`config.mk`:
```
export PLATFORM = sky130hd
export DESIGN_NAME = touch_sample_conditioner
export DESIGN_NICKNAME = d
export VERILOG_FILES = /design/src/rtl/tsc_pkg.sv /design/src/rtl/tsc_front.sv /design/src/rtl/tsc_queue.sv /design/src/rtl/tsc_back.sv /design/src/rtl/touch_sample_conditioner.sv
export SDC_FILE = /design/constraint.sdc
export NUM_CORES = 2
export LEC_CHECK = 0
export BUFFER_PORTS_ARGS = -buffer_cell sky130_fd_sc_hd__buf_2
export CAP_MARGIN = 5
export CORE_MARGIN = 5
export CORE_UTILIZATION = 65
export CTS_BUF_LIST = sky130_fd_sc_hd__clkbuf_8
export CTS_CLUSTER_SIZE = 16
export DETAILED_ROUTE_END_ITERATION = 8
export HOLD_SLACK_MARGIN = 0.1
export PLACE_DENSITY = 0.81
export SYNTH_ARGS = -nofsm -noshare
export SYNTH_HDL_FRONTEND = slang
export SYNTH_SLANG_ARGS = --single-unit
```
`constraint.sdc`:
```
create_clock -name i_clk -period 9.1 [get_ports i_clk]
set_input_delay 1.82 -clock i_clk [delete_from_list [all_inputs] [get_ports i_clk]]
set_output_delay 1.82 -clock i_clk [all_outputs]
set_load 0.02 [all_outputs]
```
`src/rtl/tsc_pkg.sv`:
```
// tsc_pkg: shared types, constants and codes of the touch sample conditioner.
// Used by every module in rtl/; depends on nothing.
package tsc_pkg;

    // Field widths
    localparam int SAMPLE_W   = 12;
    localparam int COORD_W    = 16;
    localparam int SCALE_W    = 24;
    localparam int FRAC_W     = 16;
    localparam int GROUP_W    = 2;
    localparam int CFG_IDX_W  = 3;
    localparam int CFG_DATA_W = 24;
    localparam int FLAGS_W    = 3;

    // Default filter shape
    localparam int DEF_SAMPLES_PER_READ = 5;
    localparam int DEF_TRIM_COUNT       = 1;

    // Command queue between front and back
    localparam int QUEUE_DEPTH = 4;

    // Group order is X1, Y1, X2, Y2; the fourth group closes a set
    localparam logic [GROUP_W-1:0] LAST_GROUP = 2'd3;
    localparam int                 PARTIALS   = 3;

    localparam logic [COORD_W-1:0] COORD_MAX = 16'hFFFF;

    // Configuration register indexes
    typedef enum logic [CFG_IDX_W-1:0] {
        CFG_RAW_MODE        = 3'd0,
        CFG_SCREEN_CENTER_X = 3'd1,
        CFG_SCREEN_CENTER_Y = 3'd2,
        CFG_ADC_CENTER_X    = 3'd3,
        CFG_ADC_CENTER_Y    = 3'd4,
        CFG_X_SCALE         = 3'd5,
        CFG_Y_SCALE         = 3'd6,
        CFG_AGREE_LIMIT     = 3'd7
    } t_cfg_index;

    typedef struct packed {
        logic                       raw_mode;
        logic [SAMPLE_W-1:0]        screen_center_x;
        logic [SAMPLE_W-1:0]        screen_center_y;
        logic [SAMPLE_W-1:0]        adc_center_x;
        logic [SAMPLE_W-1:0]        adc_center_y;
        logic signed [SCALE_W-1:0]  x_scale;
        logic signed [SCALE_W-1:0]  y_scale;
        logic [SAMPLE_W-1:0]        agree_limit;
    } t_cfg;

    // Register values after reset
    localparam logic                      RST_RAW_MODE        = 1'b0;
    localparam logic [SAMPLE_W-1:0]       RST_SCREEN_CENTER_X = 12'd120;
    localparam logic [SAMPLE_W-1:0]       RST_SCREEN_CENTER_Y = 12'd160;
    localparam logic [SAMPLE_W-1:0]       RST_ADC_CENTER_X    = 12'd0;
    localparam logic [SAMPLE_W-1:0]       RST_ADC_CENTER_Y    = 12'd0;
    localparam logic signed [SCALE_W-1:0] RST_X_SCALE         = 24'sd65536;
    localparam logic signed [SCALE_W-1:0] RST_Y_SCALE         = 24'sd65536;
    localparam logic [SAMPLE_W-1:0]       RST_AGREE_LIMIT     = 12'd50;

    // Commands from the front to the back
    typedef enum logic [1:0] {
        CMD_SAMPLE    = 2'd0,
        CMD_GROUP_END = 2'd1,
        CMD_PEN_UP    = 2'd2
    } t_cmd_kind;

    typedef struct packed {
        t_cmd_kind             kind;
        logic [GROUP_W-1:0]    group;
        logic [SAMPLE_W-1:0]   sample;
    } t_cmd;

    // Back-end sequencer states
    typedef enum logic [2:0] {
        BK_IDLE,
        BK_SUM,
        BK_DIV,
        BK_MEAN,
        BK_MULT,
        BK_SAT,
        BK_EMIT
    } t_bk_state;

    // One result item
    typedef struct packed {
        logic [COORD_W-1:0] first_y;
        logic [COORD_W-1:0] first_x;
        logic [COORD_W-1:0] pos_y;
        logic [COORD_W-1:0] pos_x;
        logic               point_valid;
        logic               new_press;
        logic               pressed;
    } t_result;

endpackage

```
`src/rtl/tsc_front.sv`:
```
// tsc_front: accepts input items, tracks slot and group, and issues commands.
// Depends on tsc_pkg; feeds tsc_queue.
module tsc_front import tsc_pkg::*; #(
    parameter int SAMPLES_PER_READ = DEF_SAMPLES_PER_READ
) (
    input  logic                i_clk,
    input  logic                i_rst_n,
    input  logic                i_valid,
    output logic                o_ready,
    input  logic                i_pen_down,
    input  logic [SAMPLE_W-1:0] i_sample,
    output logic                o_push,
    output t_cmd                o_cmd,
    input  logic                i_full
);

    localparam int               SLOT_W    = $clog2(SAMPLES_PER_READ);
    localparam logic [SLOT_W-1:0] LAST_SLOT = SLOT_W'(SAMPLES_PER_READ - 1);

    logic [SLOT_W-1:0]  r_slot, n_slot;
    logic [GROUP_W-1:0] r_group, n_group;
    logic               accept;

    assign o_ready = !i_full;
    assign accept  = i_valid && !i_full;
    assign o_push  = accept;

    // Classify the item and advance the slot and group counters
    always_comb begin
        n_slot         = r_slot;
        n_group        = r_group;
        o_cmd.sample   = i_sample;
        o_cmd.group    = r_group;
        if (!i_pen_down) begin
            o_cmd.kind = CMD_PEN_UP;
            n_slot     = '0;
            n_group    = '0;
        end else if (r_slot == LAST_SLOT) begin
            o_cmd.kind = CMD_GROUP_END;
            n_slot     = '0;
            n_group    = r_group + 1'b1;
        end else begin
            o_cmd.kind = CMD_SAMPLE;
            n_slot     = r_slot + 1'b1;
        end
    end

    always_ff @(posedge i_clk) begin
        if (!i_rst_n) begin
            r_slot  <= '0;
            r_group <= '0;
        end else if (accept) begin
            r_slot  <= n_slot;
            r_group <= n_group;
        end
    end

endmodule

```
`src/rtl/tsc_queue.sv`:
```
// tsc_queue: short command queue between the front and the back.
// Depends on tsc_pkg.
module tsc_queue import tsc_pkg::*; (
    input  logic i_clk,
    input  logic i_rst_n,
    input  logic i_push,
    input  t_cmd i_cmd,
    output logic o_full,
    input  logic i_pop,
    output t_cmd o_cmd,
    output logic o_empty
);

    localparam int PTR_W = $clog2(QUEUE_DEPTH);
    localparam int CNT_W = PTR_W + 1;
    localparam logic [CNT_W-1:0] FULL_CNT = CNT_W'(QUEUE_DEPTH);

    t_cmd             r_mem [QUEUE_DEPTH];
    logic [PTR_W-1:0] r_wr, r_rd;
    logic [CNT_W-1:0] r_cnt;
    logic             do_push, do_pop;

    assign o_full  = (r_cnt == FULL_CNT);
    assign o_empty = (r_cnt == '0);
    assign o_cmd   = r_mem[r_rd];
    assign do_push = i_push && !o_full;
    assign do_pop  = i_pop && !o_empty;

    // Store entries
    always_ff @(posedge i_clk) begin
        if (do_push) begin
            r_mem[r_wr] <= i_cmd;
        end
    end

    // Move pointers and count
    always_ff @(posedge i_clk) begin
        if (!i_rst_n) begin
            r_wr  <= '0;
            r_rd  <= '0;
            r_cnt <= '0;
        end else begin
            if (do_push) begin
                r_wr <= r_wr + 1'b1;
            end
            if (do_pop) begin
                r_rd <= r_rd + 1'b1;
            end
            if (do_push && !do_pop) begin
                r_cnt <= r_cnt + 1'b1;
            end else if (do_pop && !do_push) begin
                r_cnt <= r_cnt - 1'b1;
            end
        end
    end

endmodule

```
`src/rtl/tsc_back.sv`:
```
// tsc_back: insertion-sorted sample row, trimmed mean, agreement check,
// screen conversion, press tracking and the output register. Depends on tsc_pkg.
module tsc_back import tsc_pkg::*; #(
    parameter int SAMPLES_PER_READ = DEF_SAMPLES_PER_READ,
    parameter int TRIM_COUNT       = DEF_TRIM_COUNT
) (
    input  logic    i_clk,
    input  logic    i_rst_n,
    input  t_cfg    i_cfg,
    input  logic    i_empty,
    input  t_cmd    i_cmd,
    output logic    o_pop,
    output logic    o_valid,
    input  logic    i_ready,
    output t_result o_result
);

    localparam int N        = SAMPLES_PER_READ;
    localparam int MAX_TRIM = (N - 1) / 2;
    localparam int TRIM_EFF = (TRIM_COUNT > MAX_TRIM) ? MAX_TRIM : TRIM_COUNT;
    localparam int KEEP     = N - 2 * TRIM_EFF;
    localparam int IDX_W    = $clog2(N);
    localparam int SUM_W    = SAMPLE_W + $clog2(KEEP);
    // Reciprocal of KEEP, exact floor for every sum below 2**SUM_W
    localparam int SHIFT    = SUM_W + 4;
    localparam int RECIP_W  = SHIFT + 1;
    localparam logic [RECIP_W-1:0] RECIP = RECIP_W'((2 ** SHIFT + KEEP - 1) / KEEP);
    localparam int DPROD_W  = SUM_W + RECIP_W;
    localparam logic [IDX_W-1:0] IDX_FIRST = IDX_W'(TRIM_EFF);
    localparam logic [IDX_W-1:0] IDX_LAST  = IDX_W'(N - TRIM_EFF - 1);
    localparam int DIFF_W   = SAMPLE_W + 1;
    localparam int PROD_W   = DIFF_W + SCALE_W;
    localparam int T_W      = PROD_W + 1;

    // Floor of t / 2**FRAC_W, clamped to the coordinate range
    function automatic logic [COORD_W-1:0] sat_coord(
        input logic signed [PROD_W-1:0] prod,
        input logic [SAMPLE_W-1:0]      center
    );
        logic signed [T_W-1:0] t;
        logic [COORD_W-1:0]    res;
        t = T_W'(prod) + $signed({{(T_W - SAMPLE_W - FRAC_W){1'b0}}, center, {FRAC_W{1'b0}}});
        if (t[T_W-1]) begin
            res = '0;
        end else if (|t[T_W-2:FRAC_W+COORD_W]) begin
            res = COORD_MAX;
        end else begin
            res = t[FRAC_W +: COORD_W];
        end
        return res;
    endfunction

    function automatic logic agree(
        input logic [SAMPLE_W-1:0] a,
        input logic [SAMPLE_W-1:0] b,
        input logic [SAMPLE_W-1:0] range
    );
        logic [SAMPLE_W-1:0] d;
        d = (a > b) ? (a - b) : (b - a);
        return d < range;
    endfunction

    t_bk_state                 r_state, n_state;
    logic [SAMPLE_W-1:0]       r_row [N];
    logic [SAMPLE_W-1:0]       ins_row [N];
    logic                      gt [N];
    logic [IDX_W-1:0]          r_fill;
    logic [IDX_W-1:0]          r_idx;
    logic [GROUP_W-1:0]        r_group;
    logic [SUM_W-1:0]          r_sum;
    logic [DPROD_W-1:0]        r_dprod;
    logic [SAMPLE_W-1:0]       r_partial [PARTIALS];
    logic                      r_pt_valid;
    logic [SAMPLE_W-1:0]       r_ax, r_ay;
    logic signed [PROD_W-1:0]  r_px, r_py;
    logic [COORD_W-1:0]        r_cx, r_cy;
    logic                      r_pen_held;
    logic [COORD_W-1:0]        r_last_x, r_last_y, r_first_x, r_first_y;
    logic                      r_out_valid;
    t_result                   r_out;

    logic                      out_free;
    logic [SAMPLE_W-1:0]       mean;
    logic [SAMPLE_W:0]         sum_x, sum_y;
    logic signed [DIFF_W-1:0]  diff_x, diff_y;
    logic                      do_insert, do_close, do_pen_up, do_emit;
    logic [COORD_W-1:0]        pt_x, pt_y;

    assign out_free = !r_out_valid || i_ready;
    assign o_valid  = r_out_valid;
    assign o_result = r_out;
    assign mean     = r_dprod[SHIFT +: SAMPLE_W];

    // Insert the incoming sample into the sorted row; unfilled slots act as +inf
    always_comb begin
        for (int i = 0; i < N; i++) begin
            gt[i] = (i >= int'(r_fill)) || (r_row[i] > i_cmd.sample);
        end
        ins_row[0] = gt[0] ? i_cmd.sample : r_row[0];
        for (int i = 1; i < N; i++) begin
            if (!gt[i]) begin
                ins_row[i] = r_row[i];
            end else if (!gt[i-1]) begin
                ins_row[i] = i_cmd.sample;
            end else begin
                ins_row[i] = r_row[i-1];
            end
        end
    end

    // Next state
    always_comb begin
        n_state = r_state;
        unique case (r_state)
            BK_IDLE: begin
                if (!i_empty && i_cmd.kind == CMD_GROUP_END) begin
                    n_state = BK_SUM;
                end
            end
            BK_SUM: begin
                if (r_idx == IDX_LAST) begin
                    n_state = BK_DIV;
                end
            end
            BK_DIV:  n_state = BK_MEAN;
            BK_MEAN: n_state = (r_group == LAST_GROUP) ? BK_MULT : BK_IDLE;
            BK_MULT: n_state = BK_SAT;
            BK_SAT:  n_state = BK_EMIT;
            BK_EMIT: begin
                if (out_free) begin
                    n_state = BK_IDLE;
                end
            end
            default: n_state = BK_IDLE;
        endcase
    end

    // Sequencer outputs
    always_comb begin
        o_pop     = 1'b0;
        do_insert = 1'b0;
        do_close  = 1'b0;
        do_pen_up = 1'b0;
        do_emit   = 1'b0;
        unique case (r_state)
            BK_IDLE: begin
                if (!i_empty) begin
                    unique case (i_cmd.kind)
                        CMD_SAMPLE: begin
                            o_pop     = 1'b1;
                            do_insert = 1'b1;
                        end
                        CMD_GROUP_END: begin
                            o_pop     = 1'b1;
                            do_insert = 1'b1;
                            do_close  = 1'b1;
                        end
                        CMD_PEN_UP: begin
                            o_pop     = out_free;
                            do_pen_up = out_free;
                        end
                        default: o_pop = 1'b1;
                    endcase
                end
            end
            BK_EMIT: do_emit = out_free;
            default: ;
        endcase
    end

    // Pair averages, conversion operands and the point being reported
    always_comb begin
        sum_x  = {1'b0, r_partial[0]} + {1'b0, r_partial[2]};
        sum_y  = {1'b0, r_partial[1]} + {1'b0, mean};
        diff_x = $signed({1'b0, r_ax}) - $signed({1'b0, i_cfg.adc_center_x});
        diff_y = $signed({1'b0, r_ay}) - $signed({1'b0, i_cfg.adc_center_y});
        pt_x   = r_pt_valid ? r_cx : r_last_x;
        pt_y   = r_pt_valid ? r_cy : r_last_y;
    end

    // Datapath registers
    always_ff @(posedge i_clk) begin
        if (do_insert) begin
            for (int i = 0; i < N; i++) begin
                r_row[i] <= ins_row[i];
            end
        end
        if (do_close) begin
            r_group <= i_cmd.group;
            r_idx   <= IDX_FIRST;
            r_sum   <= '0;
        end
        if (r_state == BK_SUM) begin
            r_sum <= r_sum + SUM_W'(r_row[r_idx]);
            r_idx <= r_idx + 1'b1;
        end
        if (r_state == BK_DIV) begin
            r_dprod <= DPROD_W'(r_sum) * DPROD_W'(RECIP);
        end
        if (r_state == BK_MEAN) begin
            if (r_group == LAST_GROUP) begin
                r_pt_valid <= agree(r_partial[0], r_partial[2], i_cfg.agree_limit) &&
                              agree(r_partial[1], mean, i_cfg.agree_limit);
                r_ax       <= sum_x[SAMPLE_W:1];
                r_ay       <= sum_y[SAMPLE_W:1];
            end else begin
                r_partial[r_group] <= mean;
            end
        end
        if (r_state == BK_MULT) begin
            r_px <= PROD_W'(diff_x) * PROD_W'(i_cfg.x_scale);
            r_py <= PROD_W'(diff_y) * PROD_W'(i_cfg.y_scale);
        end
        if (r_state == BK_SAT) begin
            if (i_cfg.raw_mode) begin
                r_cx <= COORD_W'(r_ax);
                r_cy <= COORD_W'(r_ay);
            end else begin
                r_cx <= sat_coord(r_px, i_cfg.screen_center_x);
                r_cy <= sat_coord(r_py, i_cfg.screen_center_y);
            end
        end
        if (do_emit) begin
            r_out.pressed     <= 1'b1;
            r_out.new_press   <= !r_pen_held;
            r_out.point_valid <= r_pt_valid;
            r_out.pos_x       <= pt_x;
            r_out.pos_y       <= pt_y;
            r_out.first_x     <= r_pen_held ? r_first_x : pt_x;
            r_out.first_y     <= r_pen_held ? r_first_y : pt_y;
        end
        if (do_pen_up) begin
            r_out.pressed     <= 1'b0;
            r_out.new_press   <= 1'b0;
            r_out.point_valid <= 1'b0;
            r_out.pos_x       <= r_pen_held ? r_last_x : COORD_MAX;
            r_out.pos_y       <= r_pen_held ? r_last_y : COORD_MAX;
            r_out.first_x     <= r_pen_held ? r_first_x : '0;
            r_out.first_y     <= r_pen_held ? r_first_y : '0;
        end
    end

    // Control state, press tracking and output handshake
    always_ff @(posedge i_clk) begin
        if (!i_rst_n) begin
            r_state     <= BK_IDLE;
            r_fill      <= '0;
            r_pen_held  <= 1'b0;
            r_last_x    <= '0;
            r_last_y    <= '0;
            r_first_x   <= '0;
            r_first_y   <= '0;
            r_out_valid <= 1'b0;
        end else begin
            r_state <= n_state;
            if (do_close || do_pen_up) begin
                r_fill <= '0;
            end else if (do_insert) begin
                r_fill <= r_fill + 1'b1;
            end
            if (do_emit) begin
                r_last_x   <= pt_x;
                r_last_y   <= pt_y;
                r_pen_held <= 1'b1;
                if (!r_pen_held) begin
                    r_first_x <= pt_x;
                    r_first_y <= pt_y;
                end
            end
            if (do_pen_up) begin
                r_pen_held <= 1'b0;
                if (!r_pen_held) begin
                    r_last_x  <= COORD_MAX;
                    r_last_y  <= COORD_MAX;
                    r_first_x <= '0;
                    r_first_y <= '0;
                end
            end
            if (do_emit || do_pen_up) begin
                r_out_valid <= 1'b1;
            end else if (i_ready) begin
                r_out_valid <= 1'b0;
            end
        end
    end

endmodule

```
`src/rtl/touch_sample_conditioner.sv`:
```
// touch_sample_conditioner: top level; holds the configuration registers and
// joins tsc_front, tsc_queue and tsc_back. Depends on tsc_pkg.
//
//   channel   | direction | tdata                         | tuser
//   ----------+-----------+-------------------------------+--------------------------------
//   s_axis    | in        | sample [11:0]                 | pen_down
//   m_axis    | out       | pos_x, pos_y, first_x, first_y| pressed, new_press, point_valid
//   cfg       | in        | i_cfg_index selects, i_cfg_data carries the value
//
// The front takes one item per cycle while the four-entry command queue has room.
// The back inserts each sample into the sorted row as it pops it while idle; the last
// sample of a group then starts the sum over the KEEP kept samples and the reciprocal
// multiply, and the last group of a set adds conversion and the result. It pops no
// further commands from the queue until it is back in BK_IDLE.
// Reset is synchronous and active low; no clearing pass is needed. A stalled
// m_axis holds one result in the output register while the queue keeps filling.
module touch_sample_conditioner import tsc_pkg::*; #(
    parameter int SAMPLES_PER_READ = DEF_SAMPLES_PER_READ,
    parameter int TRIM_COUNT       = DEF_TRIM_COUNT
) (
    input  logic                  i_clk,
    input  logic                  i_rst_n,
    // configuration write port
    input  logic                  i_cfg_we,
    input  logic [CFG_IDX_W-1:0]  i_cfg_index,
    input  logic [CFG_DATA_W-1:0] i_cfg_data,
    // input items
    input  logic                  s_axis_tvalid,
    output logic                  s_axis_tready,
    input  logic [15:0]           s_axis_tdata,   // [11:0] sample, [15:12] zero
    input  logic                  s_axis_tuser,   // [0] pen_down
    // result items
    output logic                  m_axis_tvalid,
    input  logic                  m_axis_tready,
    output logic [63:0]           m_axis_tdata,   // pos_x, pos_y, first_x, first_y
    output logic [FLAGS_W-1:0]    m_axis_tuser    // pressed, new_press, point_valid
);

    t_cfg    r_cfg;
    t_cmd    push_cmd, pop_cmd;
    logic    push, pop, full, empty;
    t_result result;

    // Write configuration registers
    always_ff @(posedge i_clk) begin
        if (!i_rst_n) begin
            r_cfg.raw_mode        <= RST_RAW_MODE;
            r_cfg.screen_center_x <= RST_SCREEN_CENTER_X;
            r_cfg.screen_center_y <= RST_SCREEN_CENTER_Y;
            r_cfg.adc_center_x    <= RST_ADC_CENTER_X;
            r_cfg.adc_center_y    <= RST_ADC_CENTER_Y;
            r_cfg.x_scale         <= RST_X_SCALE;
            r_cfg.y_scale         <= RST_Y_SCALE;
            r_cfg.agree_limit     <= RST_AGREE_LIMIT;
        end else if (i_cfg_we) begin
            unique case (t_cfg_index'(i_cfg_index))
                CFG_RAW_MODE:        r_cfg.raw_mode        <= i_cfg_data[0];
                CFG_SCREEN_CENTER_X: r_cfg.screen_center_x <= i_cfg_data[SAMPLE_W-1:0];
                CFG_SCREEN_CENTER_Y: r_cfg.screen_center_y <= i_cfg_data[SAMPLE_W-1:0];
                CFG_ADC_CENTER_X:    r_cfg.adc_center_x    <= i_cfg_data[SAMPLE_W-1:0];
                CFG_ADC_CENTER_Y:    r_cfg.adc_center_y    <= i_cfg_data[SAMPLE_W-1:0];
                CFG_X_SCALE:         r_cfg.x_scale         <= $signed(i_cfg_data[SCALE_W-1:0]);
                CFG_Y_SCALE:         r_cfg.y_scale         <= $signed(i_cfg_data[SCALE_W-1:0]);
                CFG_AGREE_LIMIT:     r_cfg.agree_limit     <= i_cfg_data[SAMPLE_W-1:0];
                default: ;
            endcase
        end
    end

    tsc_front #(
        .SAMPLES_PER_READ (SAMPLES_PER_READ)
    ) u_front (
        .i_clk      (i_clk),
        .i_rst_n    (i_rst_n),
        .i_valid    (s_axis_tvalid),
        .o_ready    (s_axis_tready),
        .i_pen_down (s_axis_tuser),
        .i_sample   (s_axis_tdata[SAMPLE_W-1:0]),
        .o_push     (push),
        .o_cmd      (push_cmd),
        .i_full     (full)
    );

    tsc_queue u_queue (
        .i_clk   (i_clk),
        .i_rst_n (i_rst_n),
        .i_push  (push),
        .i_cmd   (push_cmd),
        .o_full  (full),
        .i_pop   (pop),
        .o_cmd   (pop_cmd),
        .o_empty (empty)
    );

    tsc_back #(
        .SAMPLES_PER_READ (SAMPLES_PER_READ),
        .TRIM_COUNT       (TRIM_COUNT)
    ) u_back (
        .i_clk    (i_clk),
        .i_rst_n  (i_rst_n),
        .i_cfg    (r_cfg),
        .i_empty  (empty),
        .i_cmd    (pop_cmd),
        .o_pop    (pop),
        .o_valid  (m_axis_tvalid),
        .i_ready  (m_axis_tready),
        .o_result (result)
    );

    // Pack the result item
    assign m_axis_tdata = {result.first_y, result.first_x, result.pos_y, result.pos_x};
    assign m_axis_tuser = {result.point_valid, result.new_press, result.pressed};

endmodule
```
==> flow_summary.ini <==
[worst_setup_path]
timing.critical_path.buf_inv = 2
cp_max_fo = 24
crit_cells = 31
ff2ff_setup_slack_ns = 0.51
worstSetupPathType = flip-flop to flip-flop
crit_arrival_ns = 9.01
critPathSlowestCell = fa_1
critical_path_required_ns = 9.52
cp-end-kind = flip-flop
crit_family = adder cells
crit_top_cell = fa_1
max_stage_delay_ns = 0.53
start_kind = flip-flop
reg2reg_to = u_back.r_py[36]
critPathCapture = u_back.r_py[36]
r2r_start = u_back.r_ay[0]
rr_worst_depth = 31
setup.worst_path.start = u_back.r_ay[0]

[detailed_routing]
drc_errors = 0
drt_iter0_markers = 2631
avgViaCountPerCell = 5.86
wl_per_cell_microns = 19.0
via_count = 36978
drt-total-wl_microns = 120000
ant_nets = 0
dr.pass1.iters = 5

[power_and_ir_drop]
pwr-share-seq = 0.226
power_frac_comb = 0.648
power_mw = 17.6
power.density_nw_per_um2 = 317
power.leakage_nw = 25.3
peakVddDrop_v = 0.00125
p_int_mw = 9.88
swShare = 0.437
clock_power_share = 0.126
switchingPower_mw = 7.68

[floorplan]
dieHeight_microns = 293
core_sq_um = 79100
fp-row-count = 103
die_w_microns = 293
start_util = 0.657
ios = 118
die-area_sq_um = 85700

[clocking]
clockBufferDepth = 3
cts_tree = built
cts_buffers = 87
clk_latency_ns = 0.71
clkTransAtPathRegs_ns = 0.06
numClockSinks = 555
cts_setup_buffers = 0
htree_num_levels = 3
root_buffer = clkbuf_8

[synthesis]
synthXorXnorAreaFrac = 0.0268
ys.flop_type = edfxtp_1
syn_nets = 6299
yosys_warnings = 0
yosys_register_bits = 555
yosysUniqueCellTypes = 91
synth_edf_count = 354
synthCells = 5132
yosys.area_share.simple = 0.132
synth_compound_area_frac = 0.0946
synth_fa_ha_area_frac = 0.360
synthMuxAreaShare = 0.0366
synthArstFlopShare = 0
synth.cell_area_sq_um = 52000
synth-seq-area-share = 0.282
syn_area_per_cell_sq_um = 10.1
synth_top_family_by_area = adder cells

[timing]
rsz0062_at_grt = no
period_minus_slack_ns = 8.59
fin_worst_skew_ns = 0.0633
clock.fmax_ghz = 0.116
fin_crit_sh = 0.944
fin_tns_setup_ns = 0
report.final.slew_viol_count = 0
slew-limit-headroom = 0.198
worst_pin_slew_ns = 1.20
setup_viol_count_final = 0
hold_violations = 0

[global_routing]
grt.total_usage = 0.283
grt_max_degree = 115
grt_overflow = 0
first_global_vias = 38433
grt_first_pass_wirelength_microns = 196000
antenna_found_initial = 7

[worst_hold_path]
holdCritPathClass = flip-flop to flip-flop

[outcome]
outcome = complete, no violations

[place]
numPortBuffers = 113
place.gp.congestion = 0.933
placed_area_sq_um = 53600
place_hpwl_microns = 90600

[cells_and_area]
nets = 6344
multi_input_area_sq_um = 33900
drive_above_1_share = 0.0846
syn2layout_area_growth_pct = 6.61
seqCellArea_sq_um = 14700
design_area_sq_um = 55400
nFillCells = 5714

[run]
timing.max_cap.violations = 0
## cell families (layout without fill, tap and decap cells)
logic type | count (synthesis) | in the layout
AND/OR/NAND/NOR | 1497 | 1497
adder cells (fa/ha/maj) | 1118 | 1118
buffers and inverters | 933 | 1051
AO/OA/AOI/OAI | 724 | 724
flip-flops | 555 | 555
XOR/XNOR | 159 | 159
multiplexers | 146 | 146
other | 0 | 7
## worst min-delay path by stage
stage | depth (start not counted) | end | startpoint
2_1_floorplan | 2 | r_cfg[10] | r_cfg[10]
3_3_place_gp | 1 | u_back.o_result[0] | u_back.o_result[0]
3_5_place_dp | 1 | u_back.o_result[0] | u_back.o_result[0]
4_1_cts | 2 | r_cfg[66] | r_cfg[66]
5_1_grt | 1 | u_back.o_result[0] | u_back.o_result[0]
6_report | 2 | r_cfg[66] | r_cfg[66]
## layout by cell type, fill, tap and decap left out, drive strengths merged, types with 43 or more instances in the layout
master / n
a21boi: 147
a21o: 97
a21oi: 205
and2: 158
buf: 163
clkbuf: 98
dfxtp: 201
edfxtp: 354
fa: 631
ha: 487
inv: 750
mux2: 61
mux2i: 57
nand2: 760
nand2b: 72
nor2: 214
nor2b: 120
o21ai: 100
xnor2: 116
xor2: 43
## area by class of cell
| cell class | count | area share |
|---|---|---|
| clock buffers | 98 | 0.0243 |
| well taps | 1050 | 0.0237 |
| multi-input cells | 3644 | 0.612 |
| repair buffers | 163 | 0.0170 |
| diodes | 7 | 0.000316 |
| clock inverters | 64 | 0.00894 |
| inverters | 726 | 0.0492 |
| flip-flops and latches | 555 | 0.264 |
## power groups by stage
| stage | clock network (mW) | logic (mW) | registers (mW) |
|---|---|---|---|
| finish | 2.22 | 11.4 | 3.97 |
| global route | 2.37 | 13.1 | 4.01 |
| floorplan | 0 | 8.65 | 3.94 |
| detailed placement | 0 | 11.2 | 4.01 |
| global placement | 0 | 10.7 | 3.99 |
| CTS | 2.25 | 11.5 | 3.96 |
## sequential cells by signal (all words and copies together) (netlist names), 21 cells and up, named ones only
| name | flops |
|---|---|
| r_cfg | 109 |
| u_back.o_result | 67 |
| u_back.r_partial | 36 |
| u_back.r_px | 21 |
| u_back.r_py | 21 |
| u_back.r_row | 60 |
| u_queue.r_mem | 64 |
## metrics by stage
| step | setup slack (ns) | hold slack [ns] | std cells | util |
|---|---|---|---|---|
| after floorplan | 1.42 | 0.443 | 5132 | - |
| after global placement | 0.620 | 0.446 | 6138 | 0.677 |
| after detailed placement | 0.493 | 0.454 | 6138 | 0.677 |
| after CTS | 0.420 | 0.468 | 6300 | 0.700 |
| after global routing | 0.00140 | 0.487 | 6300 | 0.700 |
| final | 0.511 | 0.464 | 6307 | 0.701 |
## synthesized netlist by cell type (all sizes together) (33+ instances only)
library cell,n,share of area
ha,487,0.12
inv,724,0.052
and2,158,0.019
nand2,760,0.055
mux2,61,0.013
mux2i,57,0.011
clkbuf,190,0.014
dfxtp,201,0.077
nor3,38,0.0037
nand2b,72,0.0087
a21oi,205,0.020
o21a,39,0.0056
nand3,33,0.0032
o21ai,100,0.0097
nor2,214,0.015
a21o,97,0.014
xnor2,116,0.020
nor2b,120,0.014
xor2,43,0.0072
edfxtp,354,0.20
a21boi,147,0.021
fa,631,0.24
## routing by layer
metal	global-route usage	routed length, microns
met1	0.371	47300
met4	0.101	4560
met5	0	42
met2	0.478	57900
met3	0.0525	10100
## worst register-to-register path: cells and delay by family (launching register included)
| kind | cells | cell delay [ns] |
|---|---|---|
| buffers and inverters | 2 | 0.36 |
| DFF | 1 | 0.42 |
| AOI/OAI and AO/OA | 14 | 3.21 |
| and+or+nand+nor | 5 | 0.81 |
| adders and majority gates | 9 | 3.44 |
| xor gates and xnor gates | 1 | 0.09 |
## what timing repair did
| item | in CTS | in global routing |
|---|---|---|
| hold endpoints to repair | 0 | 0 |
| endpoints found under the setup margin | 0 | 3 |
| hold buffers | 0 | 0 |
| gates resized for setup | 0 | 2 |
(Power assumes the default switching activity.)
